File: src/hw/rtl/hsvrgb_pkg.sv
// ----------------------------------------------------------------------------
// HSV to RGB converter package
// Shared widths, hue sector codes and pipeline control types.
// ----------------------------------------------------------------------------
`default_nettype none

package hsvrgb_pkg;

    // Color channel width and full scale
    localparam int CH_W = 8;
    localparam logic [CH_W-1:0] CH_MAX = 8'd255;

    // Width of a channel-by-channel product and of a divide-by-255 quotient
    localparam int PROD_W = 16;
    localparam int QUO_W  = 9;

    // Register stages from input beat to output beat
    localparam int NUM_STAGES = 6;

    // Hue sectors, sixths of a turn
    typedef enum logic [2:0] {
        SECTOR_RED_YEL = 3'd0,
        SECTOR_YEL_GRN = 3'd1,
        SECTOR_GRN_CYN = 3'd2,
        SECTOR_CYN_BLU = 3'd3,
        SECTOR_BLU_MAG = 3'd4,
        SECTOR_MAG_RED = 3'd5
    } sector_t;

    // Stage enables for the two-stage divide-by-255 unit
    typedef struct packed {
        logic en_est;
        logic en_fix;
    } div_ctrl_t;

endpackage

`default_nettype wire

File: src/hw/rtl/hsvrgb_div255.sv
// ----------------------------------------------------------------------------
// Divide by 255, two pipeline stages
// Reciprocal estimate in the first stage, one compare-and-correct in the second.
// ----------------------------------------------------------------------------
`default_nettype none

module hsvrgb_div255 (
    input  wire logic                         aclk,
    input  wire hsvrgb_pkg::div_ctrl_t        ctrl,
    input  wire logic [hsvrgb_pkg::PROD_W-1:0] x_in,
    output logic      [hsvrgb_pkg::QUO_W-1:0]  q_out
);

    logic [hsvrgb_pkg::PROD_W-1:0] x_reg;
    logic [hsvrgb_pkg::QUO_W-1:0]  est_reg;
    logic [hsvrgb_pkg::QUO_W-1:0]  q_reg;

    logic [hsvrgb_pkg::PROD_W:0]   est_sum;
    logic [hsvrgb_pkg::PROD_W:0]   est_x255;
    logic [hsvrgb_pkg::PROD_W:0]   rem;
    logic [hsvrgb_pkg::QUO_W-1:0]  q_next;

    // Estimate x*257/65536, which undershoots x/255 by at most one
    assign est_sum = {1'b0, x_in} + {9'b0, x_in[hsvrgb_pkg::PROD_W-1:8]};

    always_ff @(posedge aclk) begin
        if (ctrl.en_est) begin
            x_reg   <= x_in;
            est_reg <= est_sum[hsvrgb_pkg::PROD_W:8];
        end
    end

    // Bump the estimate when the remainder still holds a whole 255
    always_comb begin
        est_x255 = {est_reg, 8'b0} - {8'b0, est_reg};
        rem      = {1'b0, x_reg} - est_x255;
        q_next   = (rem >= 17'd255) ? est_reg + 9'd1 : est_reg;
    end

    always_ff @(posedge aclk) begin
        if (ctrl.en_fix) begin
            q_reg <= q_next;
        end
    end

    assign q_out = q_reg;

endmodule

`default_nettype wire

File: src/hw/rtl/hsv_to_rgb_pixel_convert_top.sv
// ----------------------------------------------------------------------------
// HSV to RGB pixel converter
// Six-sector fixed-point HSV to RGB conversion on a streaming pixel path.
// ----------------------------------------------------------------------------
// Usage:
//   Slave channel s_* carries one HSV pixel per beat: hue as a fraction of a
//   turn (HUE_BITS bits), saturation and brightness as 0..255 (255 = 1.0).
//   Master channel m_* returns one RGB pixel per input beat, in order.
//   Throughput: one pixel per clock while m_tready is high. The pipeline
//   has six register stages: hue sector split, p/q/t numerators,
//   brightness products, two stages of divide by 255, and the sector
//   select into the output register.
//   Stalls: each stage holds while it is full and the stage after it holds,
//   so bubbles collapse; s_tready stays high whenever m_tready is high or
//   any stage is empty. Nothing is dropped or repeated under backpressure.
//   Reset (aresetn low, synchronous) empties every stage; no pixel is
//   output until new beats arrive.
// ----------------------------------------------------------------------------
`default_nettype none

module hsv_to_rgb_pixel_convert_top #(
    parameter int HUE_BITS = 16
) (
    input  wire logic                                   aclk,
    input  wire logic                                   aresetn,
    input  wire logic                                   s_tvalid,
    output logic                                        s_tready,
    // hue [HUE_BITS-1:0], saturation [+7:+0], brightness [+15:+8], zero fill
    input  wire logic [((HUE_BITS + 16 + 7) / 8) * 8 - 1:0] s_tdata,
    output logic                                        m_tvalid,
    input  wire logic                                   m_tready,
    // red [7:0], green [15:8], blue [23:16]
    output logic [23:0]                                 m_tdata
);

    localparam int CW = hsvrgb_pkg::CH_W;
    localparam int NS = hsvrgb_pkg::NUM_STAGES;
    localparam int AW = HUE_BITS + 8;
    localparam int MW = HUE_BITS + 16;
    localparam logic [AW-1:0] FULL_SCALE = {8'd255, {HUE_BITS{1'b0}}};
    localparam logic [HUE_BITS:0] HUE_ONE = {1'b1, {HUE_BITS{1'b0}}};

    // Saturate a quotient to the channel range
    function automatic logic [CW-1:0] clamp_ch(input logic [hsvrgb_pkg::QUO_W-1:0] val);
        logic [CW-1:0] res;
        res = (val > {1'b0, hsvrgb_pkg::CH_MAX}) ? hsvrgb_pkg::CH_MAX : val[CW-1:0];
        return res;
    endfunction

    // Input fields
    logic [HUE_BITS-1:0] in_hue;
    logic [CW-1:0]       in_sat;
    logic [CW-1:0]       in_val;

    assign in_hue = s_tdata[HUE_BITS-1:0];
    assign in_sat = s_tdata[HUE_BITS+7:HUE_BITS];
    assign in_val = s_tdata[HUE_BITS+15:HUE_BITS+8];

    // Stage valids and advance enables
    logic [NS-1:0] vld_reg;
    logic [NS-1:0] adv;

    always_comb begin
        adv[NS-1] = !vld_reg[NS-1] || m_tready;
        for (int k = NS - 2; k >= 0; k--) begin
            adv[k] = !vld_reg[k] || adv[k+1];
        end
    end

    always_ff @(posedge aclk) begin
        if (!aresetn) begin
            vld_reg <= '0;
        end else begin
            if (adv[0]) begin
                vld_reg[0] <= s_tvalid;
            end
            for (int k = 1; k < NS; k++) begin
                if (adv[k]) begin
                    vld_reg[k] <= vld_reg[k-1];
                end
            end
        end
    end

    assign s_tready = adv[0];

    // Stage 1: split hue*6 into sector and fraction, form V*(255-S)
    logic [HUE_BITS+2:0]       hue6;
    hsvrgb_pkg::sector_t       sec1_reg;
    logic [HUE_BITS-1:0]       frac1_reg;
    logic [CW-1:0]             sat1_reg;
    logic [CW-1:0]             val1_reg;
    logic [hsvrgb_pkg::PROD_W-1:0] pm1_reg;

    assign hue6 = {1'b0, in_hue, 2'b00} + {2'b00, in_hue, 1'b0};

    always_ff @(posedge aclk) begin
        if (adv[0]) begin
            sec1_reg  <= hsvrgb_pkg::sector_t'(hue6[HUE_BITS+2:HUE_BITS]);
            frac1_reg <= hue6[HUE_BITS-1:0];
            sat1_reg  <= in_sat;
            val1_reg  <= in_val;
            pm1_reg   <= in_val * (hsvrgb_pkg::CH_MAX - in_sat);
        end
    end

    // Stage 2: q and t numerators, 255*F - S*f and 255*F - S*(F-f)
    hsvrgb_pkg::sector_t       sec2_reg;
    logic [CW-1:0]             val2_reg;
    logic [hsvrgb_pkg::PROD_W-1:0] pm2_reg;
    logic [AW-1:0]             aq2_reg;
    logic [AW-1:0]             at2_reg;
    logic [HUE_BITS:0]         frac_rest;
    logic [AW-1:0]             sf_prod;
    logic [AW-1:0]             sr_prod;

    always_comb begin
        frac_rest = HUE_ONE - {1'b0, frac1_reg};
        sf_prod   = AW'(sat1_reg * frac1_reg);
        sr_prod   = AW'(sat1_reg * frac_rest);
    end

    always_ff @(posedge aclk) begin
        if (adv[1]) begin
            sec2_reg <= sec1_reg;
            val2_reg <= val1_reg;
            pm2_reg  <= pm1_reg;
            aq2_reg  <= FULL_SCALE - sf_prod;
            at2_reg  <= FULL_SCALE - sr_prod;
        end
    end

    // Stage 3: scale numerators by brightness
    hsvrgb_pkg::sector_t       sec3_reg;
    logic [CW-1:0]             val3_reg;
    logic [hsvrgb_pkg::PROD_W-1:0] pm3_reg;
    logic [MW-1:0]             mq3_reg;
    logic [MW-1:0]             mt3_reg;

    always_ff @(posedge aclk) begin
        if (adv[2]) begin
            sec3_reg <= sec2_reg;
            val3_reg <= val2_reg;
            pm3_reg  <= pm2_reg;
            mq3_reg  <= val2_reg * aq2_reg;
            mt3_reg  <= val2_reg * at2_reg;
        end
    end

    // Stages 4 and 5: drop the hue scale, then divide by 255
    hsvrgb_pkg::div_ctrl_t         div_ctrl;
    logic [hsvrgb_pkg::QUO_W-1:0]  p_quo;
    logic [hsvrgb_pkg::QUO_W-1:0]  q_quo;
    logic [hsvrgb_pkg::QUO_W-1:0]  t_quo;

    assign div_ctrl.en_est = adv[3];
    assign div_ctrl.en_fix = adv[4];

    hsvrgb_div255 u_div_p (
        .aclk  (aclk),
        .ctrl  (div_ctrl),
        .x_in  (pm3_reg),
        .q_out (p_quo)
    );

    hsvrgb_div255 u_div_q (
        .aclk  (aclk),
        .ctrl  (div_ctrl),
        .x_in  (mq3_reg[MW-1:HUE_BITS]),
        .q_out (q_quo)
    );

    hsvrgb_div255 u_div_t (
        .aclk  (aclk),
        .ctrl  (div_ctrl),
        .x_in  (mt3_reg[MW-1:HUE_BITS]),
        .q_out (t_quo)
    );

    hsvrgb_pkg::sector_t sec4_reg;
    hsvrgb_pkg::sector_t sec5_reg;
    logic [CW-1:0]       val4_reg;
    logic [CW-1:0]       val5_reg;

    always_ff @(posedge aclk) begin
        if (adv[3]) begin
            sec4_reg <= sec3_reg;
            val4_reg <= val3_reg;
        end
        if (adv[4]) begin
            sec5_reg <= sec4_reg;
            val5_reg <= val4_reg;
        end
    end

    // Stage 6: pick channels by sector; zero saturation falls out as p = q = t = V
    logic [CW-1:0] p_ch;
    logic [CW-1:0] q_ch;
    logic [CW-1:0] t_ch;
    logic [23:0]   rgb_next;
    logic [23:0]   rgb_reg;

    always_comb begin
        p_ch = clamp_ch(p_quo);
        q_ch = clamp_ch(q_quo);
        t_ch = clamp_ch(t_quo);
        case (sec5_reg)
            hsvrgb_pkg::SECTOR_RED_YEL: rgb_next = {p_ch, t_ch, val5_reg};
            hsvrgb_pkg::SECTOR_YEL_GRN: rgb_next = {p_ch, val5_reg, q_ch};
            hsvrgb_pkg::SECTOR_GRN_CYN: rgb_next = {t_ch, val5_reg, p_ch};
            hsvrgb_pkg::SECTOR_CYN_BLU: rgb_next = {val5_reg, q_ch, p_ch};
            hsvrgb_pkg::SECTOR_BLU_MAG: rgb_next = {val5_reg, p_ch, t_ch};
            hsvrgb_pkg::SECTOR_MAG_RED: rgb_next = {q_ch, p_ch, val5_reg};
            default:                    rgb_next = {q_ch, p_ch, val5_reg};
        endcase
    end

    always_ff @(posedge aclk) begin
        if (adv[5]) begin
            rgb_reg <= rgb_next;
        end
    end

    assign m_tvalid = vld_reg[NS-1];
    assign m_tdata  = rgb_reg;

endmodule

`default_nettype wire

File: config.mk
export PLATFORM = sky130hd
export DESIGN_NAME = hsv_to_rgb_pixel_convert_top
export DESIGN_NICKNAME = d
export VERILOG_FILES = /design/src/hw/rtl/hsvrgb_pkg.sv /design/src/hw/rtl/hsvrgb_div255.sv /design/src/hw/rtl/hsv_to_rgb_pixel_convert_top.sv
export SDC_FILE = /design/constraint.sdc
export NUM_CORES = 2
export LEC_CHECK = 0
export ABC_CLOCK_PERIOD_IN_PS = 5700
export BUFFER_PORTS_ARGS = -buffer_cell sky130_fd_sc_hd__buf_2
export CORE_ASPECT_RATIO = 1.75
export CORE_MARGIN = 2
export CORE_UTILIZATION = 40
export DETAILED_ROUTE_END_ITERATION = 8
export GPL_TIMING_DRIVEN = 0
export PLACE_DENSITY = 0.63
export SLEW_MARGIN = 20
export SYNTH_ARGS = -nofsm -noshare
export SYNTH_HDL_FRONTEND = slang
export SYNTH_HIERARCHICAL = 1
export SYNTH_SLANG_ARGS = --single-unit
File: constraint.sdc
create_clock -name aclk -period 5.7 [get_ports aclk]
set_input_delay 0.855 -clock aclk [delete_from_list [all_inputs] [get_ports aclk]]
set_output_delay 0.855 -clock aclk [all_outputs]
set_load 0.01 [all_outputs]
## After elaboration in Yosys (flattened, before gate mapping)

Cells that the tools add are included.

- Add/sub/neg operators: 17
- $mul: 5
- Magnitude comparators: 6
- Eq/ne operators: 4
- Mux-type cells: 7
- Reduce and logical (&&, ||, !) cells: 13

Operators with widths:

| operator | count |
|---|---|
| 24-bit case mux with 5 select lines | 1 |
| 8-bit by 24-bit multiplier with 32-bit output | 2 |
| 16-bit by 8-bit adder with 17-bit output | 3 |
| 17-bit by 8-bit >= comparator with 1-bit output (second input constant) | 3 |
| 16-bit by 17-bit subtractor with 17-bit output | 3 |
| 17-bit by 9-bit subtractor with 17-bit output | 3 |
| 24-bit subtractor (first input constant) | 2 |
| 9-bit by 1-bit adder with 9-bit output (second input constant) | 3 |
| 9-bit by 8-bit > comparator with 1-bit output (second input constant) | 3 |
| 9-bit 2-to-1 mux | 3 |
| 8-bit by 16-bit multiplier with 24-bit output | 1 |
| 8-bit by 17-bit multiplier with 24-bit output | 1 |
| 8-bit 2-to-1 mux | 3 |
| 18-bit by 17-bit adder with 19-bit output | 1 |
| 17-bit by 16-bit subtractor with 17-bit output (first input constant) | 1 |
| 9-bit by 9-bit multiplier with 16-bit output | 1 |
| 8-bit by 8-bit subtractor with 9-bit output (first input constant) | 1 |
| 3-bit by 2-bit equality test with 1-bit output (second input constant) | 2 |
| 1-bit zero test | 6 |
| 1-bit logical OR | 6 |
| 3-bit by 1-bit equality test with 1-bit output (second input constant) | 1 |
| 3-bit equality test (second input constant) | 1 |
| 3-bit zero test | 1 |

- Register bits: 371
- Bits of input ports: 36
- Logic and storage cells: 87

## Logic depth before layout (Yosys ltp)

- Depth after elaboration: 7
- Depth in mapped cells: 27
- Depth with buffers taken out: 26

## Modules after synthesis

Netlist, hierarchy kept.

Modules (own cells, without submodules):

| module | instances | cells each | area each (µm²) | sequential area each (µm²) |
|---|---|---|---|---|
| hsv_to_rgb_pixel_convert_top | 1 | 3,036 | 29,839.9 | 6,936.7 |
| hsvrgb_div255 | 3 | 338 | 3,281.9 | 1,021.0 |

## Worst setup path before layout

Ideal clock, no wire load.

- Kind: register to register
- Start point: reg frac1_reg[2]
- End point: reg at2_reg[17] (data pin)
- Arrival time: 5.564 ns
- Slack: -0.123 ns
- Stages on the path, launching flop included: 25
- Buffers on the path: 1
- Path through: edfxtp_1 > clkbuf_1 > inv_1 > ha_1 > nand2b_1 > or3_4 > or3_4 > nor2_1 > xnor2_1 > and2_1 > fa_1 > inv_1 > fa_1 > fa_1 > inv_1 > fa_1 > inv_1 > ha_1 > a21o_1 > a21oi_1 > o31a_1 > nor2_1 > o21a_1 > o41a_1 > xor2_1

- Word-level cells in the longest chain between the ends: 3

RTL lines:

| item | RTL line | text |
|---|---|---|
| from (decl) | hsv_to_rgb_pixel_convert_top.sv:90 | `logic [HUE_BITS-1:0] frac1_reg;` |
| from (signal assigned) | hsv_to_rgb_pixel_convert_top.sv:100 | `frac1_reg <= hue6[HUE_BITS-1:0];` |
| 17-bit by 16-bit subtractor with 17-bit output | hsv_to_rgb_pixel_convert_top.sv:118 | `frac_rest = HUE_ONE - {1'b0, frac1_reg};` |
| 8-bit by 17-bit multiplier with 24-bit output | hsv_to_rgb_pixel_convert_top.sv:120 | `sr_prod = AW'(sat1_reg * frac_rest);` |
| 24-bit subtractor | hsv_to_rgb_pixel_convert_top.sv:129 | `at2_reg <= FULL_SCALE - sr_prod;` |
| to (signal assigned) | hsv_to_rgb_pixel_convert_top.sv:129 |  |
| to (decl) | hsv_to_rgb_pixel_convert_top.sv:112 | `logic [AW-1:0] at2_reg;` |

Every way passes these cells.
A chain may end at the register's enable or synchronous reset.

## Final worst setup path

- Start point: reg frac1_reg[2]
- End point: reg at2_reg[23] (data pin)

The elaborated chain is that of the path after synthesis.

==> results.py <==
metrics = {
    "cells_and_area": {
        "fin_cells": 5517,
        "synthToLayoutAreaGrowth_pct": 10.2,
        "largest_reg_flops": 24,
        "layout.nets": 5053,
        "antennaDiodeCount": 0,
        "fillers": 9551,
        "drive_above_1_share_pct": 9.51,
        "final_cell_mix": "inv_1, fa_1, nand2_1",
        "mostFrequentLayoutCell": "inv_1",
    },
    "setup_path": {
        "crit_fanout": 4,
        "crit_arrival_ps": 6310,
        "crit_required_ps": 6010,
        "critPathLaunchType": "flop",
        "endpoint_kind": "flop",
        "worstSetupPathType": "flop to flop",
    },
    "placed_design": {
        "place_ws_ps": -842,
        "hpwl_um": 79200,
        "io_buffer_count": 61,
        "dpl.cell_count": 5424,
        "place_congestion": 0.918,
    },
    "yosys": {
        "yosys_warnings": 6,
        "synth_top_area_share_pct": 24.9,
        "synth_ff_type": "edfxtp_1",
        "yosysSeqAreaShare_pct": 25.2,
        "synth_edf_count": 329,
        "yosysUniqueCellTypes": 98,
        "synth.avg_cell_area_sq_um": 9.80,
        "async_flop_share_pct": 0,
        "syn_nets": 4922,
        "ys_ff_latch": 335,
        "synth_cells": 4050,
        "netlist_area_sq_um": 39700,
        "yosys-top-cells-area": "edfxtp_1, fa_1, ha_1",
        "synth_largest_area_cell": "edfxtp_1",
    },
    "global_routing": {
        "overflow": 0,
        "grt_pass1_wl_um": 155000,
        "grt_pass1_vias": 30200,
        "track_usage_pct": 19.1,
        "grt_max_degree": 62,
        "antenna_found_initial": 0,
    },
    "die": {
        "die-area_sq_um": 102000,
        "core_area_sq_um": 98100,
        "initial_core_util_pct": 40.4,
        "die_w_um": 242,
        "die_h_um": 421,
        "rows": 152,
        "io_pins": 62,
    },
    "timing": {
        "setup_viol": 7,
        "slew_viol_final": 0,
        "whs_ps": 416,
        "fin_worst_skew_ps": 22.0,
        "fmax_mhz": 167,
        "relSlewSlack_pct": 27.9,
        "tightest_slew_ps": 1080,
        "rsz0062_at_grt": "true",
        "hold_viol": 0,
        "post-route-period-util_pct": 105,
        "setup_slack_ps": -300,
        "fin_crit_ps": 6000,
    },
    "routing": {
        "ant_nets": 0,
        "routed_wirelength_um": 95400,
        "firstDrtPassIters": 5,
        "post_drt_wl_per_cell_um": 17.3,
        "routed_via_density": 5.18,
        "drt_iter0_drc": 1022,
        "vias": 28600,
        "drc_errors": 0,
    },
    "worst_hold_path": {
        "min-delay-path-class": "flop to flop",
    },
    "job": {
        "maxCapViolations": 0,
    },
    "clocking": {
        "clk_latency_ps": 580,
        "cts_buffers": 36,
        "cts-root-buf": "clkbuf_16",
        "path_clk_slew_ps": 60,
        "h-tree-depth": 2,
        "cts.sinks": 335,
        "clockBufferDepth": 3,
        "tritoncts": "yes",
    },
    "outcome": {
        "outcome": "complete, but fails checks",
        "violations": "negative setup slack",
    },
}
cell usage after synthesis, drive strengths merged (36+ instances only):
library cell    n
nand3          48
nor2b          64
a21o           36
ha            382
a21oi         131
nand2b         57
xnor2          95
nand2         387
nor3           66
fa            454
edfxtp        329
o21ai         165
and2          342
clkbuf         95
xor2           48
o211ai         40
nor2          129
inv           735
worst max-delay path, cell delays in order (launching register included):
cell	delay, ps
edfxtp_1	390
clkbuf_8	170
inv_4	50
ha_4	130
nand2b_4	50
or3_4	330
or3_4	370
nand2b_4	180
nor4_4	200
xnor2_2	130
and2_4	180
fa_1	500
fa_1	540
inv_2	40
fa_1	520
inv_1	50
fa_1	490
inv_2	50
ha_4	260
and3_4	200
nand3_2	90
and3b_1	220
o21ai_2	90
a31oi_2	140
a211oi_2	220
xnor2_1	120
final cells by class:
class	count	area (sq um)	share of cell area, %
inverters	735	2770	6.33
flip-flops and latches	335	10000	22.9
plain buffers	120	644	1.47
clock inverters	22	236	0.541
well taps	1309	1640	3.74
repair buffers	101	727	1.66
clock buffers	43	937	2.14
multi-input cells	2852	26800	61.3
per-layer routing:
metal	global-route usage [%]	part of all wire, %	vias to the layer above
met3	1.66	2.7	256
li1	-	-	13600
met4	10.7	6.4	0
met1	18.9	35	14100
met2	38.4	56	564
met5	0	0	-
path summary, 6_finish.rpt:
check / start / to / slack [ps] / cells after the start
min: pm2_reg[8]$_DFFE_PP_ / pm3_reg[8]$_DFFE_PP_ / 420 / 0
min reg2reg: pm2_reg[8]$_DFFE_PP_ / pm3_reg[8]$_DFFE_PP_ / 420 / 0
max: frac1_reg[2]$_DFFE_PP_ / at2_reg[23]$_DFFE_PP_ / -300 / 25
max reg2reg: frac1_reg[2]$_DFFE_PP_ / at2_reg[23]$_DFFE_PP_ / -300 / 25
metrics by stage:
stage | cell area [sq um] | util, % | TNS, ps
floorplan | 39800 | - | -14.1
global route | 43700 | 44.6 | -3520
detailed placement | 41800 | 42.6 | -11280
CTS | 43500 | 44.3 | -1270
global placement | 41700 | 42.5 | -10140
finish | 43700 | 44.6 | -1410
logic make-up after synthesis:
kind of cell / after synthesis / share of synthesized area, %
adders and majority gates: 836 / 34.9
muxes: 10 / 0.309
DFF: 335 / 25.2
xor gates and xnor gates: 143 / 3.16
buffers and inverters: 863 / 8.50
AOI/OAI and AO/OA: 627 / 11.1
and+or+nand+nor: 1236 / 16.8
repair_timing:
| item | CTS | global route |
|---|---|---|
| resized for setup | 59 | 82 |
| pin swaps | 11 | 12 |
| gates cloned | 0 | 0 |
| hold buffers | 0 | 0 |
| endpoints found under the setup margin | 41 | 30 |
| buffers inserted | 26 | 10 |
Power is left out: the tool's default activity adds up to more than one toggle a clock period on the data nets, which glitch-free logic cannot reach.
